**config.mk**
```make
export PLATFORM = sky130hd
export DESIGN_NAME = fpa_mul
export DESIGN_NICKNAME = d
export VERILOG_FILES = /design/src/design/fpa_pkg.sv /design/src/design/fpa_mul.sv
export SDC_FILE = /design/constraint.sdc
export NUM_CORES = 2
export LEC_CHECK = 0
export ABC_CLOCK_PERIOD_IN_PS = 23700
export BUFFER_PORTS_ARGS = -buffer_cell sky130_fd_sc_hd__buf_2
export CAP_MARGIN = 20
export CORE_MARGIN = 1.5
export CORE_UTILIZATION = 55
export DETAILED_ROUTE_END_ITERATION = 16
export GPL_TIMING_DRIVEN = 1
export PLACE_DENSITY = 0.7
export SYNTH_ARGS = -nofsm -noshare
export SYNTH_HDL_FRONTEND = slang
export SYNTH_SLANG_ARGS = --single-unit
```
**constraint.sdc**
```tcl
create_clock -name aclk -period 23.7 [get_ports aclk]
set_input_delay 4.74 -clock aclk [delete_from_list [all_inputs] [get_ports aclk]]
set_output_delay 4.74 -clock aclk [all_outputs]
set_load 0.005 [all_outputs]
```
**src/design/fpa_pkg.sv**
```systemverilog
// shared types and operation codes for the fixed-point alu
package fpa_pkg;

    typedef enum logic [3:0] {
        FN_ADD  = 4'd0,
        FN_SUB  = 4'd1,
        FN_MUL  = 4'd2,
        FN_DIV  = 4'd3,
        FN_LT   = 4'd4,
        FN_GT   = 4'd5,
        FN_LE   = 4'd6,
        FN_GE   = 4'd7,
        FN_EQ   = 4'd8,
        FN_NE   = 4'd9,
        FN_INC  = 4'd10,
        FN_DEC  = 4'd11,
        FN_MIN  = 4'd12,
        FN_MAX  = 4'd13,
        FN_FINT = 4'd14,
        FN_TINT = 4'd15
    } func_t;

    localparam int DATA_W = 32;

    // per-item control that rides along the divider pipeline
    typedef struct packed {
        func_t             func;
        logic [DATA_W-1:0] simple;
        logic              flag;
        logic              dz;
        logic              neg;
    } tag_t;

endpackage

```
**src/design/fpa_mul.sv**
```systemverilog
// pipelined signed multiply with arithmetic shift by the fraction width
module fpa_mul #(
    parameter int FRAC_W = 8,
    parameter int LAT = 4
) (
    input  logic                      aclk,
    input  logic                      en,
    input  logic signed [31:0]        a,
    input  logic signed [31:0]        b,
    output logic [31:0]               p
);
    import fpa_pkg::*;

    // 32x32 in one stage, then registers to match the divider depth
    logic signed [63:0] prod_reg [LAT];

    always_ff @(posedge aclk) begin
        if (en) begin
            prod_reg[0] <= a * b;
            for (int i = 1; i < LAT; i++) prod_reg[i] <= prod_reg[i-1];
        end
    end

    logic signed [63:0] shifted;
    assign shifted = prod_reg[LAT-1] >>> FRAC_W;
    assign p = shifted[DATA_W-1:0];
endmodule

```
# Word level (Yosys, flattened, before mapping)
# Memories as Yosys holds them, arrays and structs flattened.
# Cells that the tools add are included.
dict set report word_totals {
  register_bits 0
  ram_bits 256
  in_bits 66
  out_inout_bits 32
  mem_count 1
}
dict set report op_classes {
  mul 1
  n_mux 2
}
# memory depth word_bits rd rd_ports_with_merged_regs wr line_no
set memory_table {}
lappend memory_table {prod_reg 4 64 4 0 4 fpa_mul.sv:15} ;# logic signed [63:0] prod_reg [LAT];
# op n
set op_table {}
lappend op_table {{$mul 32x32->64} 1}
lappend op_table {{$mux 1} 2}

# Longest topological paths before layout
dict set report depth {
  depth_word 2
  depth_mapped 27
  mapped_depth_nobuf 25
}

# Least setup slack after synthesis
# Ideal clock, no wire load.
dict set report synth_timing {
  path_type {input to register}
  from {input port b[11]}
  to {memory prod_reg[0][33], data pin}
  setup_ns 0.261
  arrival_time_ns 11.237
  required_ns 23.439
  setup_slack_ns 12.202
  cell_stages 24
  path_buffers 2
  path_cell_list {clkbuf_1 clkbuf_1 nand2_1 fa_1 inv_1 fa_1 inv_1 fa_1 inv_1 fa_1 inv_1 fa_1 fa_1 fa_1 fa_1 inv_1 ha_1 a21oi_1 nand2_1 a2111oi_0 inv_1 o211ai_1 a21boi_1 a311o_1}
}
# item line_no
set synth_lines {}
lappend synth_lines {{start, declared} fpa_mul.sv:9} ;# input logic signed [31:0] b,
lappend synth_lines {{end, declared} fpa_mul.sv:15}

==> summary.txt <==
Hold Path Class: reg -> reg
main flop type after synthesis: edfxtp_1
clock-pin slew on the worst setup and hold paths: 0.06 ns
# setup viols final: 0
DRC Markers: 0
Placed Cells incl. Taps: 3,338
status: finished clean
initial core utilization: 55.7%
CTS Buf Count: 17
min Tclk post-route: 12.08 ns
Rows: 81
Clock Root Buffer: clkbuf_16
post-synth design cell area: 27,200 sq um
IO buf count: 97
Async S/R FF share, synth: 0%
max FFs per register: 128
Longest Clk Path Bufs: 2
crit path max-delay cell type: a21oi_1
GRT overflow: 0
final std cells w/o fill: 3,373
area grow syn2layout: 5.47%
1st-pass router iterations: 5
post-synthesis sequential area ratio: 14.1%
number of global-route vias before repair: 19,800
WP data arrival: 12.27 ns
crit-path max cell delay: 0.73 ns
Fill cells: 4,180
most common cell after layout, fill and taps aside: inv_1
per-cell routed wire length: 19.2 microns
initial antenna violation count: 0
Fin. Hold Viols: 0
most used cell, CP: fa_1
Cell Chain, Critical Path: buf_2 -> and2_1 -> fa_1 -> fa_1 -> inv_1 -> fa_1 -> fa_1 -> inv_1 -> fa_1 -> inv_1 -> fa_1 -> inv_1 -> fa_1 -> fa_1 -> ha_1 -> nand2_1 -> o21bai_1 -> nor4_1 -> a21oi_1 -> o211ai_1 -> a21boi_1 -> nor4_1 -> a311o_1
Worst Tran Pin Value: 0.896 ns
CTS tree: done
post-synth cell types: 44
H-tree depth: 4
First DRT Iteration DRCs: 1,031
crit-path max FO: 32
Synth Net Count: 3,566
area occupied by multi-input gates: 20,300 sq um
fin nets: 3,556
GPL Wtd Cong: 0.967
largest net degree at the start of global routing: 68
total wire length: 64,700 microns
Die Ht: 225 microns
core area: 48,800 sq um
Synth Register Bits: 128
final core utilization: 58.7%
die width: 225 microns
Clock Skew: 0.00835 ns
max_cap viols: 0
Total Routing Usage GR: 27.6%
CP Capture Type: register
FF+latch area: 3840 sq um
startpoint types: primary input
GR Util met2: 45.8%
DR vias: 17,900
Final ANT Viol Nets: 0
Synthesis Warnings: 0
hpwl dp: 50,500 microns
Clk Latency, worst-skew pair: 0.44 ns
fraction of layout instances using a drive strength above 1: 4.95%
Post CTS Setup Buffer Count: 0
gr busiest metal: met2
via/cell ratio: 5.30
Post-CTS Resized: 0
most frequent cells in the layout: inv_1 (679), fa_1 (642), and2_1 (462), nand2_1 (287), ha_1 (155)
syn_area_per_cell: 10.1 sq um
Fin Setup TNS: 0 ns
met3 usage: 4.92%
Slew Limit Fails: 0
I/O Pins: 98
cts hold-fix bufs: 0
RSZ-0062 raised after global routing: false
Worst slew margin: 40.3%
first-pass GRT wire length: 105,000 microns
WS Path Type: in -> reg
Critical Path RT: 23.89 ns
die footprint: 50,800 sq um
clk sink count: 128
FMAX: 82.8 MHz
Post-Synthesis Cells: 2,703
global-route met1 utilization: 36.5%
EDFF count, synth: 128
fin crit share: 51.0%
==> critical path, delay by kind of cell <==
kind | cells | cell delay [ns]
buffers and inverters | 5 | 0.81
AOI/OAI and AO/OA | 5 | 1.85
and+or+nand+nor | 4 | 0.48
adders and majority gates | 9 | 4.39
==> cell type report <==
class                           count  share of cell area, %
Multi-Input combinational cell   1764                   70.8
Sequential cell                   128                   13.4
Inverter                          679                   8.89
Tap cell                          664                   2.90
Timing Repair Buffer              103                   1.87
Clock buffer                       18                   1.50
Clock inverter                     14                  0.628
Antenna cell                        3                 0.0262
==> cells by family after synthesis <==
family | count (synthesis) | share of synthesized area [%]
buffers and inverters | 811 | 11.2
xor gates and xnor gates | 80 | 2.58
and+or+nand+nor | 806 | 15.7
AOI/OAI and AO/OA | 81 | 1.98
DFF | 128 | 14.1
adders and majority gates | 797 | 54.4
==> worst paths after layout <==
check | endpoint | slack, ns | startpoint | cells after the start
max | prod_reg[0][33]$_DFFE_PP_ | 11.62 | b[3] | 23
min | prod_reg[2][19]$_DFFE_PP_ | 0.41 | prod_reg[1][19]$_DFFE_PP_ | 0
max reg2reg | prod_reg[1][15]$_DFFE_PP_ | 23.06 | prod_reg[0][15]$_DFFE_PP_ | 0
min reg2reg | prod_reg[2][19]$_DFFE_PP_ | 0.41 | prod_reg[1][19]$_DFFE_PP_ | 0
==> layer usage <==
| layer | routed length (microns) | share of wire [%] |
|---|---|---|
| met4 | 2300 | 3.5 |
| met3 | 4680 | 7.2 |
| met1 | 26400 | 41 |
| met2 | 31300 | 48 |
| met5 | 0 | 0 |
==> cell usage after synthesis, drive strengths merged, types with 4 or more instances <==
cell type | number | area [sq um]
a2111oi | 4 | 41.3
o21ai | 14 | 70.1
inv | 679 | 2550
a211oi | 4 | 30.0
edfxtp | 128 | 3840
nand2 | 287 | 1080
nand3 | 7 | 35.0
nand4 | 5 | 31.3
a21oi | 25 | 125
clkbuf | 132 | 495
a21o | 9 | 67.6
nor3 | 10 | 50.1
nor2 | 14 | 52.6
ha | 155 | 1940
nor2b | 10 | 62.6
and2 | 462 | 2890
fa | 642 | 12900
xor2 | 18 | 158
o21a | 4 | 30.0
xnor2 | 62 | 543
==> through the flow <==
| step | hold WS, ns | cell area, sq um | setup WS (ns) |
|---|---|---|---|
| final | 0.414 | 28700 | 11.62 |
| after global routing | 0.417 | 28700 | 11.33 |
| after CTS | 0.418 | 28700 | 11.72 |
| after detailed placement | 0.405 | 28100 | 11.25 |
| after global placement | 0.400 | 28100 | 11.42 |
| after floorplan | 0.400 | 27200 | 12.20 |
Power is not shown: default switching activity piles up to over one toggle a cycle in this logic, so the estimate is an artifact.
