$ cat src/design/fpa_pkg.sv
// shared types and operation codes for the fixed-point alu
package fpa_pkg;

    typedef enum logic [3:0] {
        FN_ADD  = 4'd0,
        FN_SUB  = 4'd1,
        FN_MUL  = 4'd2,
        FN_DIV  = 4'd3,
        FN_LT   = 4'd4,
        FN_GT   = 4'd5,
        FN_LE   = 4'd6,
        FN_GE   = 4'd7,
        FN_EQ   = 4'd8,
        FN_NE   = 4'd9,
        FN_INC  = 4'd10,
        FN_DEC  = 4'd11,
        FN_MIN  = 4'd12,
        FN_MAX  = 4'd13,
        FN_FINT = 4'd14,
        FN_TINT = 4'd15
    } func_t;

    localparam int DATA_W = 32;

    // per-item control that rides along the divider pipeline
    typedef struct packed {
        func_t             func;
        logic [DATA_W-1:0] simple;
        logic              flag;
        logic              dz;
        logic              neg;
    } tag_t;

endpackage

$ cat src/design/fpa_div.sv
// pipelined restoring divider, one quotient bit per stage slice
module fpa_div #(
    parameter int FRAC_W = 8,
    parameter int STAGES = 6
) (
    input  logic        aclk,
    input  logic        en,
    input  logic [31:0] num_mag,
    input  logic [31:0] den_mag,
    output logic [31:0] q
);
    import fpa_pkg::*;

    localparam int NW = DATA_W + FRAC_W;
    localparam int BPS = (NW + STAGES - 1) / STAGES;
    localparam int TOT = BPS * STAGES;

    // numerator shifts left into the remainder; quotient fills the low bits
    logic [TOT-1:0]    n_reg [STAGES];
    logic [DATA_W:0]   r_reg [STAGES];
    logic [DATA_W-1:0] d_reg [STAGES];

    always_ff @(posedge aclk) begin
        if (en) begin
            for (int s = 0; s < STAGES; s++) begin
                logic [TOT-1:0]  n;
                logic [DATA_W:0] r;
                logic [DATA_W:0] t;
                logic [DATA_W-1:0] d;
                if (s == 0) begin
                    n = TOT'({num_mag, {FRAC_W{1'b0}}});
                    r = '0;
                    d = den_mag;
                end else begin
                    n = n_reg[s-1];
                    r = r_reg[s-1];
                    d = d_reg[s-1];
                end
                for (int k = 0; k < BPS; k++) begin
                    r = {r[DATA_W-1:0], n[TOT-1]};
                    n = {n[TOT-2:0], 1'b0};
                    t = r - {1'b0, d};
                    if (!t[DATA_W]) begin
                        r = t;
                        n[0] = 1'b1;
                    end
                end
                n_reg[s] <= n;
                r_reg[s] <= r;
                d_reg[s] <= d;
            end
        end
    end

    assign q = n_reg[STAGES-1][DATA_W-1:0];
endmodule

$ cat config.mk
export PLATFORM = sky130hd
export DESIGN_NAME = fpa_div
export DESIGN_NICKNAME = d
export VERILOG_FILES = /design/src/design/fpa_pkg.sv /design/src/design/fpa_div.sv
export SDC_FILE = /design/constraint.sdc
export NUM_CORES = 2
export LEC_CHECK = 0
export ABC_CLOCK_PERIOD_IN_PS = 56600
export BUFFER_PORTS_ARGS = -buffer_cell sky130_fd_sc_hd__buf_2
export CELL_PAD_IN_SITES_DETAIL_PLACEMENT = 1
export CELL_PAD_IN_SITES_GLOBAL_PLACEMENT = 2
export CORE_ASPECT_RATIO = 0.7
export CORE_MARGIN = 8
export CORE_UTILIZATION = 40
export CTS_CLUSTER_SIZE = 16
export DETAILED_ROUTE_END_ITERATION = 8
export PLACE_DENSITY_LB_ADDON = 0.1
export SYNTH_ARGS = -nofsm -noshare
export SYNTH_HDL_FRONTEND = slang
export SYNTH_SLANG_ARGS = --single-unit
$ cat constraint.sdc
create_clock -name aclk -period 56.6 [get_ports aclk]
set_clock_uncertainty 0.2 [all_clocks]
set_input_delay 8.49 -clock aclk [delete_from_list [all_inputs] [get_ports aclk]]
set_output_delay 8.49 -clock aclk [all_outputs]
set_load 0.02 [all_outputs]
# Word level (Yosys, flattened, before mapping)
# Memories as Yosys holds them, arrays and structs flattened.
# Index checks and enable logic that the tools add are counted.
totals:
  register_bits: 0
  ramBits: 642
  output_inout_bits: 32
  word_cells: 233
  mem_count: 3
memory_table:
  columns: ["memory", "words", "word_bits", "read_ports", "rd_clocked_by_memory_dff", "wr", "line", "rtl"]
  rows:
  - ["n_reg", 6, 42, 6, 0, 6, "fpa_div.sv:19", "logic [TOT-1:0] n_reg [STAGES];"]
  - ["r_reg", 6, 33, 5, 0, 6, "fpa_div.sv:20", "logic [DATA_W:0] r_reg [STAGES];"]
  - ["d_reg", 6, 32, 5, 0, 6, "fpa_div.sv:21", "logic [DATA_W-1:0] d_reg [STAGES];"]
op_classes:
  addsub: 42
  n_mux: 188
ops:
  columns: ["operator", "count"]
  rows:
  - ["two-way mux 32 bit", 84]
  - ["subtractor 33 x 32 -> 33 bit", 42]
  - ["two-way mux 33 bit", 12]
  - ["two-way mux 42 bit", 6]
  - ["two-way mux 1 bit", 86]

# Logic depth before layout (Yosys ltp)
# An unclocked memory read counts as a cell.
logic_depth:
  word_depth: 23
  mapped_depth: 141

# Worst setup path after synthesis
# No wires, ideal clock.
synth_timing:
  path_kind: "input-to-reg"
  startpoint: "in den_mag[1]"
  endpoint: "mem r_reg[0][23] in the netlist's numbering (data pin)"
  setup_ps: 278
  arrival_time_ps: 31806
  t_required_ps: 56122
  setup_slack_ps: 24316
  path_stages: 114
  path_buffers: 12
  cell_sequence: "inv_1 -> clkbuf_1 -> ha_1 -> nor4b_1 -> nand4_1 -> clkbuf_1 -> nor3_1 -> ha_1 -> nor2_1 -> o21ai_1 -> a221oi_1 -> a21oi_1 -> a31o_2 -> o2bb2ai_1 -> a2111oi_0 -> or3_1 -> a31oi_1 -> nor2_1 -> [78 not listed] -> nand2b_1 -> nand2_1 -> a21oi_1 -> nor4bb_1 -> nor3b_1 -> o31a_1 -> nand2b_1 -> a21boi_0 -> o41a_1 -> a311oi_1 -> o21ai_0 -> a21o_1 -> a21o_1 -> xor2_1 -> nand2_1 -> clkbuf_1 -> buf_1 -> o221ai_1"
synth_lines:
  columns: ["element", "line", "rtl"]
  rows:
  - ["start, declared", "fpa_div.sv:9", "input logic [31:0] den_mag,"]
  - ["end, declared", "fpa_div.sv:20", null]

==> results.ini <==
[setup_path]
crit_start = den_mag[1]
cpPeakStageDelay_ns = 0.77
cp_max_fo = 53
r2r_start = d_reg[0][1]$_DFFE_PP_
cp_slowest_cell = nand4_1
worstPathArrival_ns = 39.03
cpMostUsedCell = a21oi_1
crit_path_start_kind = input pin
rr_worst_depth = 132
crit_type = in -> reg
worst_setup_path_end_kind = flop
crit_required_ns = 56.95
reg2reg_slack_ns = 19.37
timing.rr.end = r_reg[1][1]$_DFFE_PP_

[yosys]
synth.most_common_cell = ha_1
synth_ff_type = edfxtp_1
synth.avg_cell_area_sq_um = 7.801
synth_area_leaders = ha_1 18%, edfxtp_1 16%, xnor2_1 6.7%, a21oi_1 6.5%, o21ai_0 4.4%
ys_types = 101
synth_top_area_share = 0.1785
ys_ff_latch = 476
netlist_area_sq_um = 91330
synth_top_area_cell = ha_1
yosys_warnings = 0
async_flop_share = 0
ys_seq_area_frac = 0.1565
synthCells = 11710
synth_edf_count = 476
synthTopCellsByCount = 1303 x ha_1, 1186 x a21oi_1, 979 x nand2_1

[floorplanning]
die_w_um = 587.1
die_area_sq_um = 244100
fp.dieH_um = 415.8
rows = 146
start_util = 0.4032
ios = 98
coreArea_sq_um = 226500

[global_routing]
grt_pass1_wl_um = 522800
grt_max_degree = 158
antenna_found_initial = 15
grt_overflow_total = 0
track_usage = 0.2636
grt_pass1_vias = 89580

[finish]
fin_util = 0.4314
nFillCells = 27740
areaGrowthSynthToFinish_pct = 6.983
final_area_sq_um = 97710
drive_gt1_frac = 0.06422
fin_nets = 13090

[run]
drv_cap = 0

[drt]
routedWlPerCell_um = 22.74
finalWirelength_um = 336000
vias_per_cell = 5.938
ant_nets = 0
route.detailed.drc = 0
drt_iter0_drc = 5315
drtPass1Iterations = 5
num_vias = 87760

[cts]
clk_pin_slew_ns = 0.06
cts_hold_buf = 0
cts_buffers = 61
clockBufferDepth = 3
insertion_delay_ns = 0.75
cts.repair.resized = 0
post-cts-setup-buffers = 0
cts-root-buf = clkbuf_16
ctsHtreeMaxLevel = 2
clock_sinks = 476
cts_tree = done

[timing]
period_share = 0.6834
max_freq_mhz = 25.85
rsz0062_at_grt = no
slew_headroom = 0.2207
tightest_slew_ns = 1.169
setup-violations-final = 0
hold_viol_final = 0
tns_ns = 0
period_minus_slack_ns = 38.68
maxSlewViolCount = 0

[hold_path]
hold_start = n_reg[2][9]$_DFFE_PP_
hold_path.class = reg -> reg
hold_depth = 0
min_delay_worst_endpoint = n_reg[3][16]$_DFFE_PP_

[placed_design]
dpl.hpwl_um = 279900
gp_congestion = 0.8993
place_area_sq_um = 95610
io_buffers = 97

[status]
outcome = finished clean

critical path: cells and delay by family:
kind	cells	cell delay, ns
and+or+nand+nor	28	7.04
buffers and inverters	10	3.45
adders and majority gates	7	2.00
xor gates and xnor gates	4	1.12
AOI/OAI and AO/OA	64	16.67
per-stage QoR:
stage                     instances  setup WS, ns  hold WS [ns]
after CTS                     14780         18.62        0.1692
after floorplan               11720         24.32        0.2003
after global placement        14660         18.72        0.2003
after global routing          14780         15.77        0.1858
after detailed placement      14660         17.96        0.2051
final                         14780         17.92        0.1720
cell usage in the layout, fill, tap and decap left out, drive strengths merged, types with 75 or more instances in the layout:
cell,synthesis,final
a211oi,155,155
a21boi,86,86
a21o,378,378
a21oi,1188,1188
a31oi,110,110
and2,100,100
and3,92,92
buf,94,200
edfxtp,476,476
ha,1303,1303
inv,759,772
mux2,286,286
mux2i,378,378
nand2,979,979
nand2b,220,220
nand3,221,221
nor2,967,967
nor2b,195,195
nor3,234,234
o211ai,75,75
o21a,176,176
o21ai,831,831
o21bai,104,104
o31ai,79,79
or3,94,94
xnor2,709,709
xor2,384,384
layer usage:
layer  GRT usage  wire, um  up-vias
li1            -         -    42950
met1      0.3750    166400    42870
met2      0.4259    146000     1576
met3     0.02631     14400      360
met4     0.06756      9208        2
met5           0        13        -
cell type report:
type                       instances  area, sq um  area share
antenna                            5        12.51   0.0001281
clock buffer                      65         1541     0.01578
clock inverter                    48        545.5    0.005583
inverter                         761         2856     0.02923
multi-input combinational      10190        73380      0.7510
sequential                       476        14290      0.1463
tap                             3034         3796     0.03885
timing repair buffer             200         1281     0.01311
how the worst max path moves through the flow:
stage	end
after floorplan	r_reg[0][23]$_DFFE_PP_
after global placement	r_reg[0][5]$_DFFE_PP_
after detailed placement	r_reg[0][19]$_DFFE_PP_
after CTS	r_reg[0][19]$_DFFE_PP_
after global routing	r_reg[0][13]$_DFFE_PP_
final	r_reg[0][19]$_DFFE_PP_
cell families (layout without fill, tap and decap cells):
family,Yosys count,count (layout),synth area share
mux,666,666,0.07729
compound gates,3753,3753,0.2594
xor+xnor,1093,1093,0.1062
buf+inv,1055,1074,0.04469
simple gates,3325,3325,0.1697
other cells,1,20,0.00004106
fa+ha+maj,1339,1339,0.1862
flops,476,476,0.1565
Power is not shown: default switching activity piles up to over one toggle a cycle in this logic, so the estimate is an artifact.
